`src/rtl/core/kvdf_pkg.sv`:
```
// Package for the key/value record deframer: codes, result type and CRC step.
package kvdf_pkg;

  localparam logic [31:0] CRC_POLY     = 32'hEDB8_8320;
  localparam logic [31:0] CRC_ALL_ONES = 32'hFFFF_FFFF;
  localparam logic [31:0] HEADER_FIXED = 32'd12;

  // Result kinds
  localparam logic [1:0] KIND_KEY     = 2'd0;
  localparam logic [1:0] KIND_VALUE   = 2'd1;
  localparam logic [1:0] KIND_VERDICT = 2'd2;

  // Verdict codes
  localparam logic [2:0] V_OK     = 3'd0;
  localparam logic [2:0] V_SHORT  = 3'd1;
  localparam logic [2:0] V_TOTAL  = 3'd2;
  localparam logic [2:0] V_KEYLEN = 3'd3;
  localparam logic [2:0] V_VALLEN = 3'd4;
  localparam logic [2:0] V_CRC    = 3'd5;

  typedef enum logic [6:0] {
    PH_TOTAL  = 7'b000_0001,
    PH_KEYLEN = 7'b000_0010,
    PH_KEY    = 7'b000_0100,
    PH_VALLEN = 7'b000_1000,
    PH_VALUE  = 7'b001_0000,
    PH_CHECK  = 7'b010_0000,
    PH_DRAIN  = 7'b100_0000
  } phase_t;

  typedef struct packed {
    logic [7:0] data;
    logic [1:0] kind;
    logic [2:0] verdict;
    logic       last;
  } result_t;

  // Up to two results produced by one transaction, in order.
  typedef struct packed {
    logic [1:0] count;
    result_t    first;
    result_t    second;
  } result_pair_t;

  // Reflected CRC-32, one byte.
  function automatic logic [31:0] crc_byte(input logic [31:0] crc_in, input logic [7:0] b);
    logic [31:0] c;
    c = crc_in ^ {24'd0, b};
    for (int k = 0; k < 8; k++) begin
      c = c[0] ? (CRC_POLY ^ (c >> 1)) : (c >> 1);
    end
    return c;
  endfunction

endpackage

```
`src/rtl/core/kvdf_parser.sv`:
```
// Record parser: header fields, length checks, CRC and result generation.
module kvdf_parser (
  input  logic                  clk,
  input  logic                  rst_n,
  input  logic                  adv,
  input  logic [7:0]            data_byte,
  input  logic                  last_byte,
  output kvdf_pkg::result_pair_t results
);

  kvdf_pkg::phase_t phase_r, phase_nxt;
  logic [1:0]  idx_r, idx_nxt;
  logic [31:0] shift_r, shift_nxt;
  logic [31:0] total_r, total_nxt;
  logic [31:0] limit_r, limit_nxt;      // total length minus twelve
  logic [31:0] val_exp_r, val_exp_nxt;  // expected value length
  logic [31:0] left_r, left_nxt;
  logic [31:0] after_r, after_nxt;
  logic [31:0] crc_r, crc_nxt;
  logic [2:0]  err_r, err_nxt;

  logic [31:0] shifted;
  logic        field_done;
  logic [31:0] crc_upd;
  logic        emit_byte;
  logic [1:0]  emit_kind;
  logic [2:0]  verdict;
  kvdf_pkg::result_t byte_res, verd_res;

  assign shifted    = {shift_r[23:0], data_byte};
  assign field_done = (idx_r == 2'd3);
  assign crc_upd    = kvdf_pkg::crc_byte(crc_r, data_byte);

  always_comb begin
    phase_nxt   = phase_r;
    idx_nxt     = idx_r;
    shift_nxt   = shift_r;
    total_nxt   = total_r;
    limit_nxt   = limit_r;
    val_exp_nxt = val_exp_r;
    left_nxt    = left_r;
    after_nxt   = after_r;
    crc_nxt     = crc_r;
    err_nxt     = err_r;
    emit_byte   = 1'b0;
    emit_kind   = kvdf_pkg::KIND_KEY;

    if (phase_r == kvdf_pkg::PH_TOTAL) begin
      shift_nxt = shifted;
      idx_nxt   = idx_r + 2'd1;
      if (field_done) begin
        total_nxt = shifted;
        limit_nxt = shifted - kvdf_pkg::HEADER_FIXED;
        after_nxt = '0;
        crc_nxt   = kvdf_pkg::CRC_ALL_ONES;
        err_nxt   = kvdf_pkg::V_OK;
        if (shifted < kvdf_pkg::HEADER_FIXED) begin
          err_nxt   = kvdf_pkg::V_KEYLEN;
          phase_nxt = kvdf_pkg::PH_DRAIN;
        end else begin
          phase_nxt = kvdf_pkg::PH_KEYLEN;
        end
      end
    end else if (after_r == total_r) begin
      // byte beyond the declared total length
      err_nxt   = kvdf_pkg::V_TOTAL;
      phase_nxt = kvdf_pkg::PH_DRAIN;
    end else begin
      after_nxt = after_r + 32'd1;
      unique case (phase_r)
        kvdf_pkg::PH_KEYLEN: begin
          crc_nxt   = crc_upd;
          shift_nxt = shifted;
          idx_nxt   = idx_r + 2'd1;
          if (field_done) begin
            if (shifted > limit_r) begin
              err_nxt   = kvdf_pkg::V_KEYLEN;
              phase_nxt = kvdf_pkg::PH_DRAIN;
            end else begin
              left_nxt    = shifted;
              val_exp_nxt = limit_r - shifted;
              phase_nxt   = (shifted != '0) ? kvdf_pkg::PH_KEY : kvdf_pkg::PH_VALLEN;
            end
          end
        end
        kvdf_pkg::PH_KEY: begin
          crc_nxt   = crc_upd;
          emit_byte = 1'b1;
          emit_kind = kvdf_pkg::KIND_KEY;
          left_nxt  = left_r - 32'd1;
          if (left_r == 32'd1) phase_nxt = kvdf_pkg::PH_VALLEN;
        end
        kvdf_pkg::PH_VALLEN: begin
          crc_nxt   = crc_upd;
          shift_nxt = shifted;
          idx_nxt   = idx_r + 2'd1;
          if (field_done) begin
            if (shifted != val_exp_r) begin
              err_nxt   = kvdf_pkg::V_VALLEN;
              phase_nxt = kvdf_pkg::PH_DRAIN;
            end else begin
              left_nxt  = shifted;
              phase_nxt = (shifted != '0) ? kvdf_pkg::PH_VALUE : kvdf_pkg::PH_CHECK;
            end
          end
        end
        kvdf_pkg::PH_VALUE: begin
          crc_nxt   = crc_upd;
          emit_byte = 1'b1;
          emit_kind = kvdf_pkg::KIND_VALUE;
          left_nxt  = left_r - 32'd1;
          if (left_r == 32'd1) phase_nxt = kvdf_pkg::PH_CHECK;
        end
        kvdf_pkg::PH_CHECK: begin
          shift_nxt = shifted;
          idx_nxt   = idx_r + 2'd1;
          if (field_done) begin
            if ((crc_r ^ kvdf_pkg::CRC_ALL_ONES) != shifted) err_nxt = kvdf_pkg::V_CRC;
            phase_nxt = kvdf_pkg::PH_DRAIN;
          end
        end
        default: phase_nxt = kvdf_pkg::PH_DRAIN;
      endcase
    end
  end

  // Verdict from the state after this byte
  always_comb begin
    if (phase_nxt == kvdf_pkg::PH_TOTAL) begin
      verdict = kvdf_pkg::V_SHORT;
    end else if (err_nxt == kvdf_pkg::V_TOTAL || after_nxt != total_nxt) begin
      verdict = kvdf_pkg::V_TOTAL;
    end else begin
      verdict = err_nxt;
    end
  end

  always_comb begin
    byte_res.data    = data_byte;
    byte_res.kind    = emit_kind;
    byte_res.verdict = kvdf_pkg::V_OK;
    byte_res.last    = 1'b0;
    verd_res.data    = 8'd0;
    verd_res.kind    = kvdf_pkg::KIND_VERDICT;
    verd_res.verdict = verdict;
    verd_res.last    = 1'b1;

    results.count  = {1'b0, emit_byte} + {1'b0, last_byte};
    results.first  = emit_byte ? byte_res : verd_res;
    results.second = verd_res;
  end

  always_ff @(posedge clk) begin
    if (!rst_n || (adv && last_byte)) begin
      phase_r   <= kvdf_pkg::PH_TOTAL;
      idx_r     <= '0;
      shift_r   <= '0;
      total_r   <= '0;
      limit_r   <= '0;
      val_exp_r <= '0;
      left_r    <= '0;
      after_r   <= '0;
      crc_r     <= kvdf_pkg::CRC_ALL_ONES;
      err_r     <= kvdf_pkg::V_OK;
    end else if (adv) begin
      phase_r   <= phase_nxt;
      idx_r     <= idx_nxt;
      shift_r   <= shift_nxt;
      total_r   <= total_nxt;
      limit_r   <= limit_nxt;
      val_exp_r <= val_exp_nxt;
      left_r    <= left_nxt;
      after_r   <= after_nxt;
      crc_r     <= crc_nxt;
      err_r     <= err_nxt;
    end
  end

  a_last_restarts: assert property (@(posedge clk) disable iff (!rst_n)
    (adv && last_byte) |=> (phase_r == kvdf_pkg::PH_TOTAL && idx_r == 2'd0))
    else $error("parser did not restart after record end");

  a_pair_order: assert property (@(posedge clk) disable iff (!rst_n)
    (results.count == 2'd2) |-> (results.first.kind != kvdf_pkg::KIND_VERDICT
                                 && results.second.kind == kvdf_pkg::KIND_VERDICT))
    else $error("byte result must precede verdict");

  a_after_bounded: assert property (@(posedge clk) disable iff (!rst_n)
    (phase_r != kvdf_pkg::PH_TOTAL) |-> (after_r <= total_r))
    else $error("byte count passed total length");

endmodule

```
`src/rtl/core/kvdf_out_queue.sv`:
```
// Four-entry result queue: up to two pushes per cycle, one pop.
module kvdf_out_queue (
  input  logic                   clk,
  input  logic                   rst_n,
  input  logic                   push,
  input  kvdf_pkg::result_pair_t push_data,
  output logic                   room,
  output logic                   out_valid,
  input  logic                   out_stall,
  output kvdf_pkg::result_t      head_data
);

  kvdf_pkg::result_t q_r [4];
  logic [1:0] head_r, head_nxt;
  logic [2:0] cnt_r, cnt_nxt;
  logic [1:0] push_n;
  logic [1:0] tail0, tail1;
  logic       pop;

  assign room      = (cnt_r <= 3'd2);
  assign out_valid = (cnt_r != 3'd0);
  assign head_data = q_r[head_r];
  assign pop       = out_valid && !out_stall;
  assign push_n    = push ? push_data.count : 2'd0;
  assign tail0     = head_r + cnt_r[1:0];
  assign tail1     = tail0 + 2'd1;
  assign head_nxt  = head_r + {1'b0, pop};
  assign cnt_nxt   = cnt_r + {1'b0, push_n} - {2'b0, pop};

  always_ff @(posedge clk) begin
    if (push_n != 2'd0) q_r[tail0] <= push_data.first;
    if (push_n == 2'd2) q_r[tail1] <= push_data.second;
  end

  always_ff @(posedge clk) begin
    if (!rst_n) begin
      head_r <= '0;
      cnt_r  <= '0;
    end else begin
      head_r <= head_nxt;
      cnt_r  <= cnt_nxt;
    end
  end

  a_cnt_bound: assert property (@(posedge clk) disable iff (!rst_n)
    cnt_r <= 3'd4)
    else $error("queue count out of range");

  a_push_room: assert property (@(posedge clk) disable iff (!rst_n)
    (push_n != 2'd0) |-> room)
    else $error("push without room");

  a_pop_only: assert property (@(posedge clk) disable iff (!rst_n)
    (pop && push_n == 2'd0) |=> (cnt_r == $past(cnt_r) - 3'd1))
    else $error("pop did not lower count");

endmodule

```
`src/rtl/core/kv_record_deframer_checker_unit.sv`:
```
// Top level of the key/value record deframer and CRC-32 checker.
// Path: a record byte goes through the input register, then the result queue;
//   the verdict follows the same path.
// Throughput: one input transaction per cycle while in_stall is low; the output
//   drains one result per cycle unless stalled; a last key/value byte makes two.
// Reset: synchronous active-low rst_n empties the pipeline and queue and puts
//   the parser back to waiting for the total length field.
module kv_record_deframer_checker_unit (
  input  logic       clk,
  input  logic       rst_n,
  // input channel
  input  logic       in_valid,
  output logic       in_stall,
  input  logic [7:0] in_data_byte,
  input  logic       in_last_byte,
  // result channel
  output logic       out_valid,
  input  logic       out_stall,
  output logic [7:0] out_byte,
  output logic [1:0] out_kind,
  output logic [2:0] out_verdict,
  output logic       out_last_out
);

  // Input register stage
  logic       s1_valid_r, s1_valid_nxt;
  logic [7:0] s1_data_r;
  logic       s1_last_r;

  logic                   room;
  logic                   adv;
  logic                   accept;
  kvdf_pkg::result_pair_t results;
  kvdf_pkg::result_t      head;

  // The parser consumes the registered byte only when the queue can take two
  // results; room comes from the queue count alone, so stall is registered.
  assign adv          = s1_valid_r && room;
  assign in_stall     = s1_valid_r && !room;
  assign accept       = in_valid && !in_stall;
  assign s1_valid_nxt = accept || (s1_valid_r && !adv);

  always_ff @(posedge clk) begin
    if (!rst_n) begin
      s1_valid_r <= 1'b0;
    end else begin
      s1_valid_r <= s1_valid_nxt;
    end
  end

  // Payload needs no reset
  always_ff @(posedge clk) begin
    if (accept) begin
      s1_data_r <= in_data_byte;
      s1_last_r <= in_last_byte;
    end
  end

  kvdf_parser u_parser (
    .clk       (clk),
    .rst_n     (rst_n),
    .adv       (adv),
    .data_byte (s1_data_r),
    .last_byte (s1_last_r),
    .results   (results)
  );

  kvdf_out_queue u_queue (
    .clk       (clk),
    .rst_n     (rst_n),
    .push      (adv),
    .push_data (results),
    .room      (room),
    .out_valid (out_valid),
    .out_stall (out_stall),
    .head_data (head)
  );

  assign out_byte     = head.data;
  assign out_kind     = head.kind;
  assign out_verdict  = head.verdict;
  assign out_last_out = head.last;

  a_stall_means_full: assert property (@(posedge clk) disable iff (!rst_n)
    in_stall |-> (s1_valid_r && out_valid))
    else $error("input stalled with empty queue");

  a_held_item: assert property (@(posedge clk) disable iff (!rst_n)
    (s1_valid_r && !adv) |=> (s1_valid_r && $stable(s1_data_r) && $stable(s1_last_r)))
    else $error("pending input item lost");

  a_verdict_last: assert property (@(posedge clk) disable iff (!rst_n)
    out_valid |-> ((out_kind == kvdf_pkg::KIND_VERDICT) == out_last_out))
    else $error("verdict and last flag disagree");

endmodule
```
`config.mk`:
```
export PLATFORM = sky130hd
export DESIGN_NAME = kv_record_deframer_checker_unit
export DESIGN_NICKNAME = d
export VERILOG_FILES = /design/src/rtl/core/kvdf_pkg.sv /design/src/rtl/core/kvdf_parser.sv /design/src/rtl/core/kvdf_out_queue.sv /design/src/rtl/core/kv_record_deframer_checker_unit.sv
export SDC_FILE = /design/constraint.sdc
export NUM_CORES = 1
export LEC_CHECK = 0
export BUFFER_PORTS_ARGS = -buffer_cell sky130_fd_sc_hd__buf_2
export CORE_MARGIN = 5
export CORE_UTILIZATION = 69
export DETAILED_ROUTE_END_ITERATION = 16
export GPL_TIMING_DRIVEN = 1
export PLACE_DENSITY = 0.86
export SLEW_MARGIN = 20
export SYNTH_ARGS = -nofsm -noshare
export SYNTH_HDL_FRONTEND = slang
export SYNTH_SLANG_ARGS = --single-unit
```
`constraint.sdc`:
```
create_clock -name clk -period 12.35 [get_ports clk]
set_input_delay 1.8525 -clock clk [delete_from_list [all_inputs] [get_ports clk]]
set_output_delay 1.8525 -clock clk [all_outputs]
set_load 0.02 [all_outputs]
```
# == Yosys cells after proc, flatten, opt, wreduce, memory -nomap -nowiden ==
# Memory sizes are Yosys's and may differ from the RTL's. A register that Yosys moved wholly into a read port is not among the register bits.
# Index checks and enable logic that the tools add are counted.
# word_totals
register_bits,243
latch_bits,0
ramBits,56
romBits,0
inputBits,13
output_inout_bits,16
memories,1
# op_classes
n_addsub,11
multipliers,0
div,0
order_cmp,3
n_eq_ne,21
shift,0
n_mux,68
bitwise,13
reduce_logical,28
# memory_table
memory,depth,width,read_ports,rd_clocked_by_memory_dff,wr,line_no,text
u_queue.q_r,4,14,1,1,2,kvdf_out_queue.sv:13,kvdf_pkg::result_t q_r [4];
# op_table
cell,count
$mux W32,21
$not A13 Y14,8
$ne A32 B32 Y1,3
$pmux W32 S3,1
$mux W7,11
$mux W24,3
$pmux W7 S5,1
$mux W3,11
$add A32 B1 Y32 const B,1
$eq A32 B1 Y1 const B,1
$eq A32 B32 Y1,1
$gt A32 B32 Y1,1
$lt A32 B4 Y1 const B,1
$not A32 Y32,1
$reduce_bool A32 Y1,1
$sub A32 B1 Y32 const B,1
$sub A32 B32 Y32,1
$sub A32 B4 Y32 const B,1
$xor A32 B8 Y32,1
$mux W2,8
$eq A7 B1 Y1 const B,2
$mux W14,1
$pmux W3 S3,1
$mux W1,8
other kinds (31),54

# == Logic depth before layout (Yosys ltp) ==
# depth
ltp_word,20
depth_mapped,19
mapped_depth_nobuf,16

# == By module ==
# Synthesis repeated with hierarchy kept, for this count alone.
# hier_totals
cells_unflattened,2248
hier_area_um2,18741.7
# by_module_without_submodules
mod,instances,cells_each,area_per_inst_um2,seq_area_each_um2
kvdf_parser,1,2048,15270.9,4564.4
kvdf_out_queue,1,186,3146.8,1781.7
kv_record_deframer_checker_unit,1,14,324.1,290.3

# == Worst setup path before layout ==
# OpenSTA, ideal clock, no wires.
# synth_path
path_type,register -> register
from,reg u_parser.after_r[15]
to,reg u_queue.cnt_r[2]
setup_time_ps,115
arrival_time_ps,3753
required_ps,12235
setup_slack_ps,8482
stages_incl_launch_ff,20
path_buffers,3
synth_period_minus_slack_ps,3868
path_cell_list,dfxtp_1 -> buf_6 -> xnor2_1 -> or4b_1 -> nor4_2 -> and3_1 -> buf_6 -> clkbuf_1 -> nor2_1 -> nand2_1 -> inv_1 -> ha_1 -> nand2_1 -> inv_1 -> ha_1 -> inv_1 -> fa_1 -> xor2_1 -> xnor2_1 -> and2_1
# synth_between
elab_chain_len,7
# synth_rtl
element,line_no,text
"start, declared",kvdf_parser.sv:18,"logic [31:0] after_r, after_nxt;"
"start signal, assigned",kvdf_parser.sv:173,after_r <= after_nxt;
$eq A32 B32 Y1,kvdf_parser.sv:64,end else if (after_r == total_r) begin
$mux W1,kvdf_parser.sv:64,
$mux W1,kvdf_parser.sv:48,if (phase_r == kvdf_pkg::PH_TOTAL) begin
$add A1 B1 Y2,kvdf_parser.sv:148,"results.count = {1'b0, emit_byte} + {1'b0, last_byte};"
$mux W2,kvdf_out_queue.sv:24,assign push_n = push ? push_data.count : 2'd0;
$add A3 B2 Y3,kvdf_out_queue.sv:28,"assign cnt_nxt = cnt_r + {1'b0, push_n} - {2'b0, pop};"
$sub A3 B1 Y3,kvdf_out_queue.sv:28,
"end signal, assigned",kvdf_out_queue.sv:41,cnt_r <= cnt_nxt;
"end, declared",kvdf_out_queue.sv:15,"logic [2:0] cnt_r, cnt_nxt;"
# No other way between the ends.
# A chain may end at the register's enable or synchronous reset.

# == Worst setup path after layout ==
# layout_path
from,reg s1_data_r[2]
to,reg u_parser.val_exp_r[31]
# layout_between
elab_chain_len,3
elab_cells_between_ends,4
cone_classes,add/sub (1); order compare (1); bitwise (1); reduce/logical (1)
# layout_rtl
element,line_no,text
"start, declared",kv_record_deframer_checker_unit.sv:27,logic [7:0] s1_data_r;
"start signal, assigned",kv_record_deframer_checker_unit.sv:54,s1_data_r <= in_data_byte;
$gt A32 B32 Y1,kvdf_parser.sv:76,if (shifted > limit_r) begin
$not A1 Y1 (no source line),--,
$reduce_and A6 Y1 (no source line),--,
"end signal, assigned",kvdf_parser.sv:171,val_exp_r <= val_exp_nxt;
"end, declared",kvdf_parser.sv:16,"logic [31:0] val_exp_r, val_exp_nxt;"
# Several ways; a longest one is shown, not always the timed one.

==> flow_summary.ini <==
[run_status]
status = completed

[routing]
routed_wl_um = 54100
wire_per_inst_um = 21.3
vias = 17070
drt_first_iter_violations = 2268
dr.pass1.iters = 6
drcViolationCount = 0
ant_nets = 0
viasPerCell = 6.72

[hold_path]
hold_end = u_queue.q_r[0][5]
hp-class = reg -> reg
worstHoldPathCells = 2
hp-start = u_queue.q_r[0][5]

[synthesis]
synthXorXnorAreaFrac = 0.119
ys_seq_elements = 295
synth_ff_type = dfxtp_1
postSynthAreaPerCell_um2 = 7.82
yosysSeqAreaShare = 0.346
syn_inst = 2259
netlist_top_cells_area = dfxtp_1 (31%), xnor2_1 (9.7%), nand2_1 (7.1%), a21oi_1 (5.6%), nor2_1 (4.2%)
synthMuxAreaShare = 0.0218
synth-compound-area-share = 0.197
synthSimpleGateAreaFrac = 0.232
synth_warnings = 0
yosysTopAreaCellShare = 0.311
synth_top_family_by_area = simple AND/OR/NAND/NOR gates
synth_cell_type_count = 78
async_flop_share = 0
yosys.area.top_type = dfxtp_1
synth_edf_count = 21
syn_nets = 2321
synth_area_um2 = 17700
synth_adder_area_share = 0.0356

[floorplanning]
placement_rows = 58
boundaryPins = 29
initial_utilization = 0.701
die_h_um = 170
die-width_um = 170
coreArea_um2 = 25200
die-area_um2 = 28900

[placed_design]
numPortBuffers = 28
place_worst_setup_slack_ns = 7.66
gp_congestion = 0.991
dp_hpwl_um = 35600

[power]
p_comb_frac = 0.168
p_seq_frac = 0.433
internal_power_w = 0.00170
power_density_nw_per_um2 = 126
power.switching_w = 0.000685
clkPwrFrac = 0.399
sw_frac_of_total = 0.288
p_leak_nw = 6.74
ir_drop_v = 0.000196

[timing]
fmax_mhz = 203
drv_slew = 0
setup_tns_ns = 0
clock_skew_ns = 0.0221
setup_viol = 0
post-route-period-util = 0.399
max_slew_margin = 0.278
rsz0062_at_grt = false
min_period_ns = 4.93
worst_pin_slew_ns = 1.08
setup_slack_ns = 7.42
hold_violations = 0

[cts]
htreeDepth = 1
clock_path_buffers = 3
cts_tree = built
cts-buffers-inserted = 30
post_cts_buffers = 0
path_clk_slew_ns = 0.06
cts-resized-gates = 0
clock_latency_ns = 0.58
hold_buffers = 0
cts_sinks = 295
root_buffer = clkbuf_16

[setup_path]
max_stage_delay_ns = 0.95
worstReg2RegStart = s1_data_r[2]
r2r_cells = 12
path_cells = inv_1 > ha_1 > nor2b_1 > o211ai_1 > a2bb2oi_1 > a211oi_1 > o31ai_1 > a21bo_2 > a21boi_0 > or3_1 > a2111o_1 > nand3_1
reg2reg_slack_ns = 7.42
required_ns = 12.86
crit_fanout = 28
critPathKind = reg -> reg
cpMaxStageDelayCell = edfxtp_1
cp.arrival_ns = 5.43
crit_path_end_kind = flop
start_kind = flop
cp.buffers_inverters = 1
crit_family = compound AO/OA/AOI/OAI gates
rr_endpoint = u_parser.val_exp_r[31]

[grt]
globalRouteOverflowTotal = 0
antenna_found_initial = 0
grt_start_max_net_pins = 104
grtUsageTotal = 0.363
grt_pass1_wl_um = 85500
grt_pass1_vias = 15904

[cells_and_area]
drive_above_1_share = 0.0651
mostFrequentLayoutCells = nand2_1 (330), dfxtp_1 (274), nor2_1 (196), a21oi_1 (196), xnor2_1 (195)
multi_input_area_um2 = 10700
regArea_um2 = 6120
layout_commonest_cell = nand2_1
area.growth.synth_to_final_pct = 6.99
diodes = 0
layout.nets = 2252
nFillCells = 1850

[flow_run]
drv_cap = 0
## routing by layer
metal | GRT usage | wire length, um | vias to the layer above
met3 | 0.0590 | 5750 | 196
met5 | 0 | 0 | -
met4 | 0.175 | 2920 | 0
met1 | 0.491 | 21500 | 8022
met2 | 0.569 | 24000 | 1035
li1 | - | - | 7817
## how the worst max path moves through the flow
stage | slack, ns | endpoint | depth (start not counted) | from
finish | 7.42 | u_parser.val_exp_r[31] | 12 | s1_data_r[2]
CTS | 7.63 | u_parser.val_exp_r[31] | 12 | s1_data_r[2]
global placement | 7.70 | u_parser.val_exp_r[31] | 11 | s1_data_r[7]
detailed placement | 7.66 | u_parser.val_exp_r[31] | 11 | s1_data_r[7]
floorplan | 8.48 | u_queue.cnt_r[2] | 19 | u_parser.after_r[15]
global route | 7.17 | u_parser.val_exp_r[31] | 12 | s1_data_r[2]
## through the flow
stage	cells	util	power [W]	instance area (um2)	hold WS [ns]
2_1_floorplan	2259	-	0.00133	17700	0.415
3_3_place_gp	2488	0.710	0.00143	17900	0.433
3_5_place_dp	2488	0.710	0.00144	17900	0.452
4_1_cts	2542	0.750	0.00237	18900	0.461
5_1_grt	2542	0.750	0.00246	18900	0.485
6_report	2542	0.750	0.00238	18900	0.463
## cell usage after synthesis (all sizes together) (47+ instances only)
cell type and number:
a211oi 51, a21oi 197, clkbuf 142, dfxtp 274, ha 47, inv 60, nand2 333, nand3 76
nor2 200, nor3 57, o21ai 119, xnor2 195
## layout make-up
type / instances / area share
Multi-Input combinational cell: 1742 / 0.568
Sequential cell: 295 / 0.324
Clock buffer: 50 / 0.0506
Tap cell: 330 / 0.0218
Timing Repair Buffer: 61 / 0.0207
Inverter: 60 / 0.0119
Clock inverter: 4 / 0.00371
## worst reg2reg max path: cells and delay by family, from the launching register on
| kind | cells | cell delay, ns |
|---|---|---|
| compound gates | 7 | 2.18 |
| fa+ha+maj | 1 | 0.42 |
| buf+inv | 1 | 0.21 |
| flops | 1 | 0.95 |
| simple gates | 3 | 1.10 |
## cells by family after synthesis
logic type | count (synthesis)
flip-flops | 295
buffers and inverters | 222
AO/OA/AOI/OAI | 554
multiplexers | 22
adder cells (fa/ha/maj) | 49
XOR/XNOR | 239
AND/OR/NAND/NOR | 878
## state kept, by name (all words and copies together) (netlist names), 7 cells and up
name and flops:
u_parser.shift_r 24, u_parser.crc_r 32, s1_data_r 8, u_parser.val_exp_r 32
u_parser.total_r 32, u_parser.left_r 32, u_queue.q_r 52, u_parser.phase_r 7
u_parser.limit_r 32, u_parser.after_r 32
## power by group through the flow
stage | clock network [W] | registers [W] | logic [W]
2_1_floorplan | 0 | 0.00102 | 0.000309
3_3_place_gp | 0 | 0.00105 | 0.000377
3_5_place_dp | 0 | 0.00105 | 0.000388
4_1_cts | 0.000950 | 0.00103 | 0.000393
5_1_grt | 0.000992 | 0.00104 | 0.000430
6_report | 0.000950 | 0.00103 | 0.000400
(Power assumes the default switching activity.)
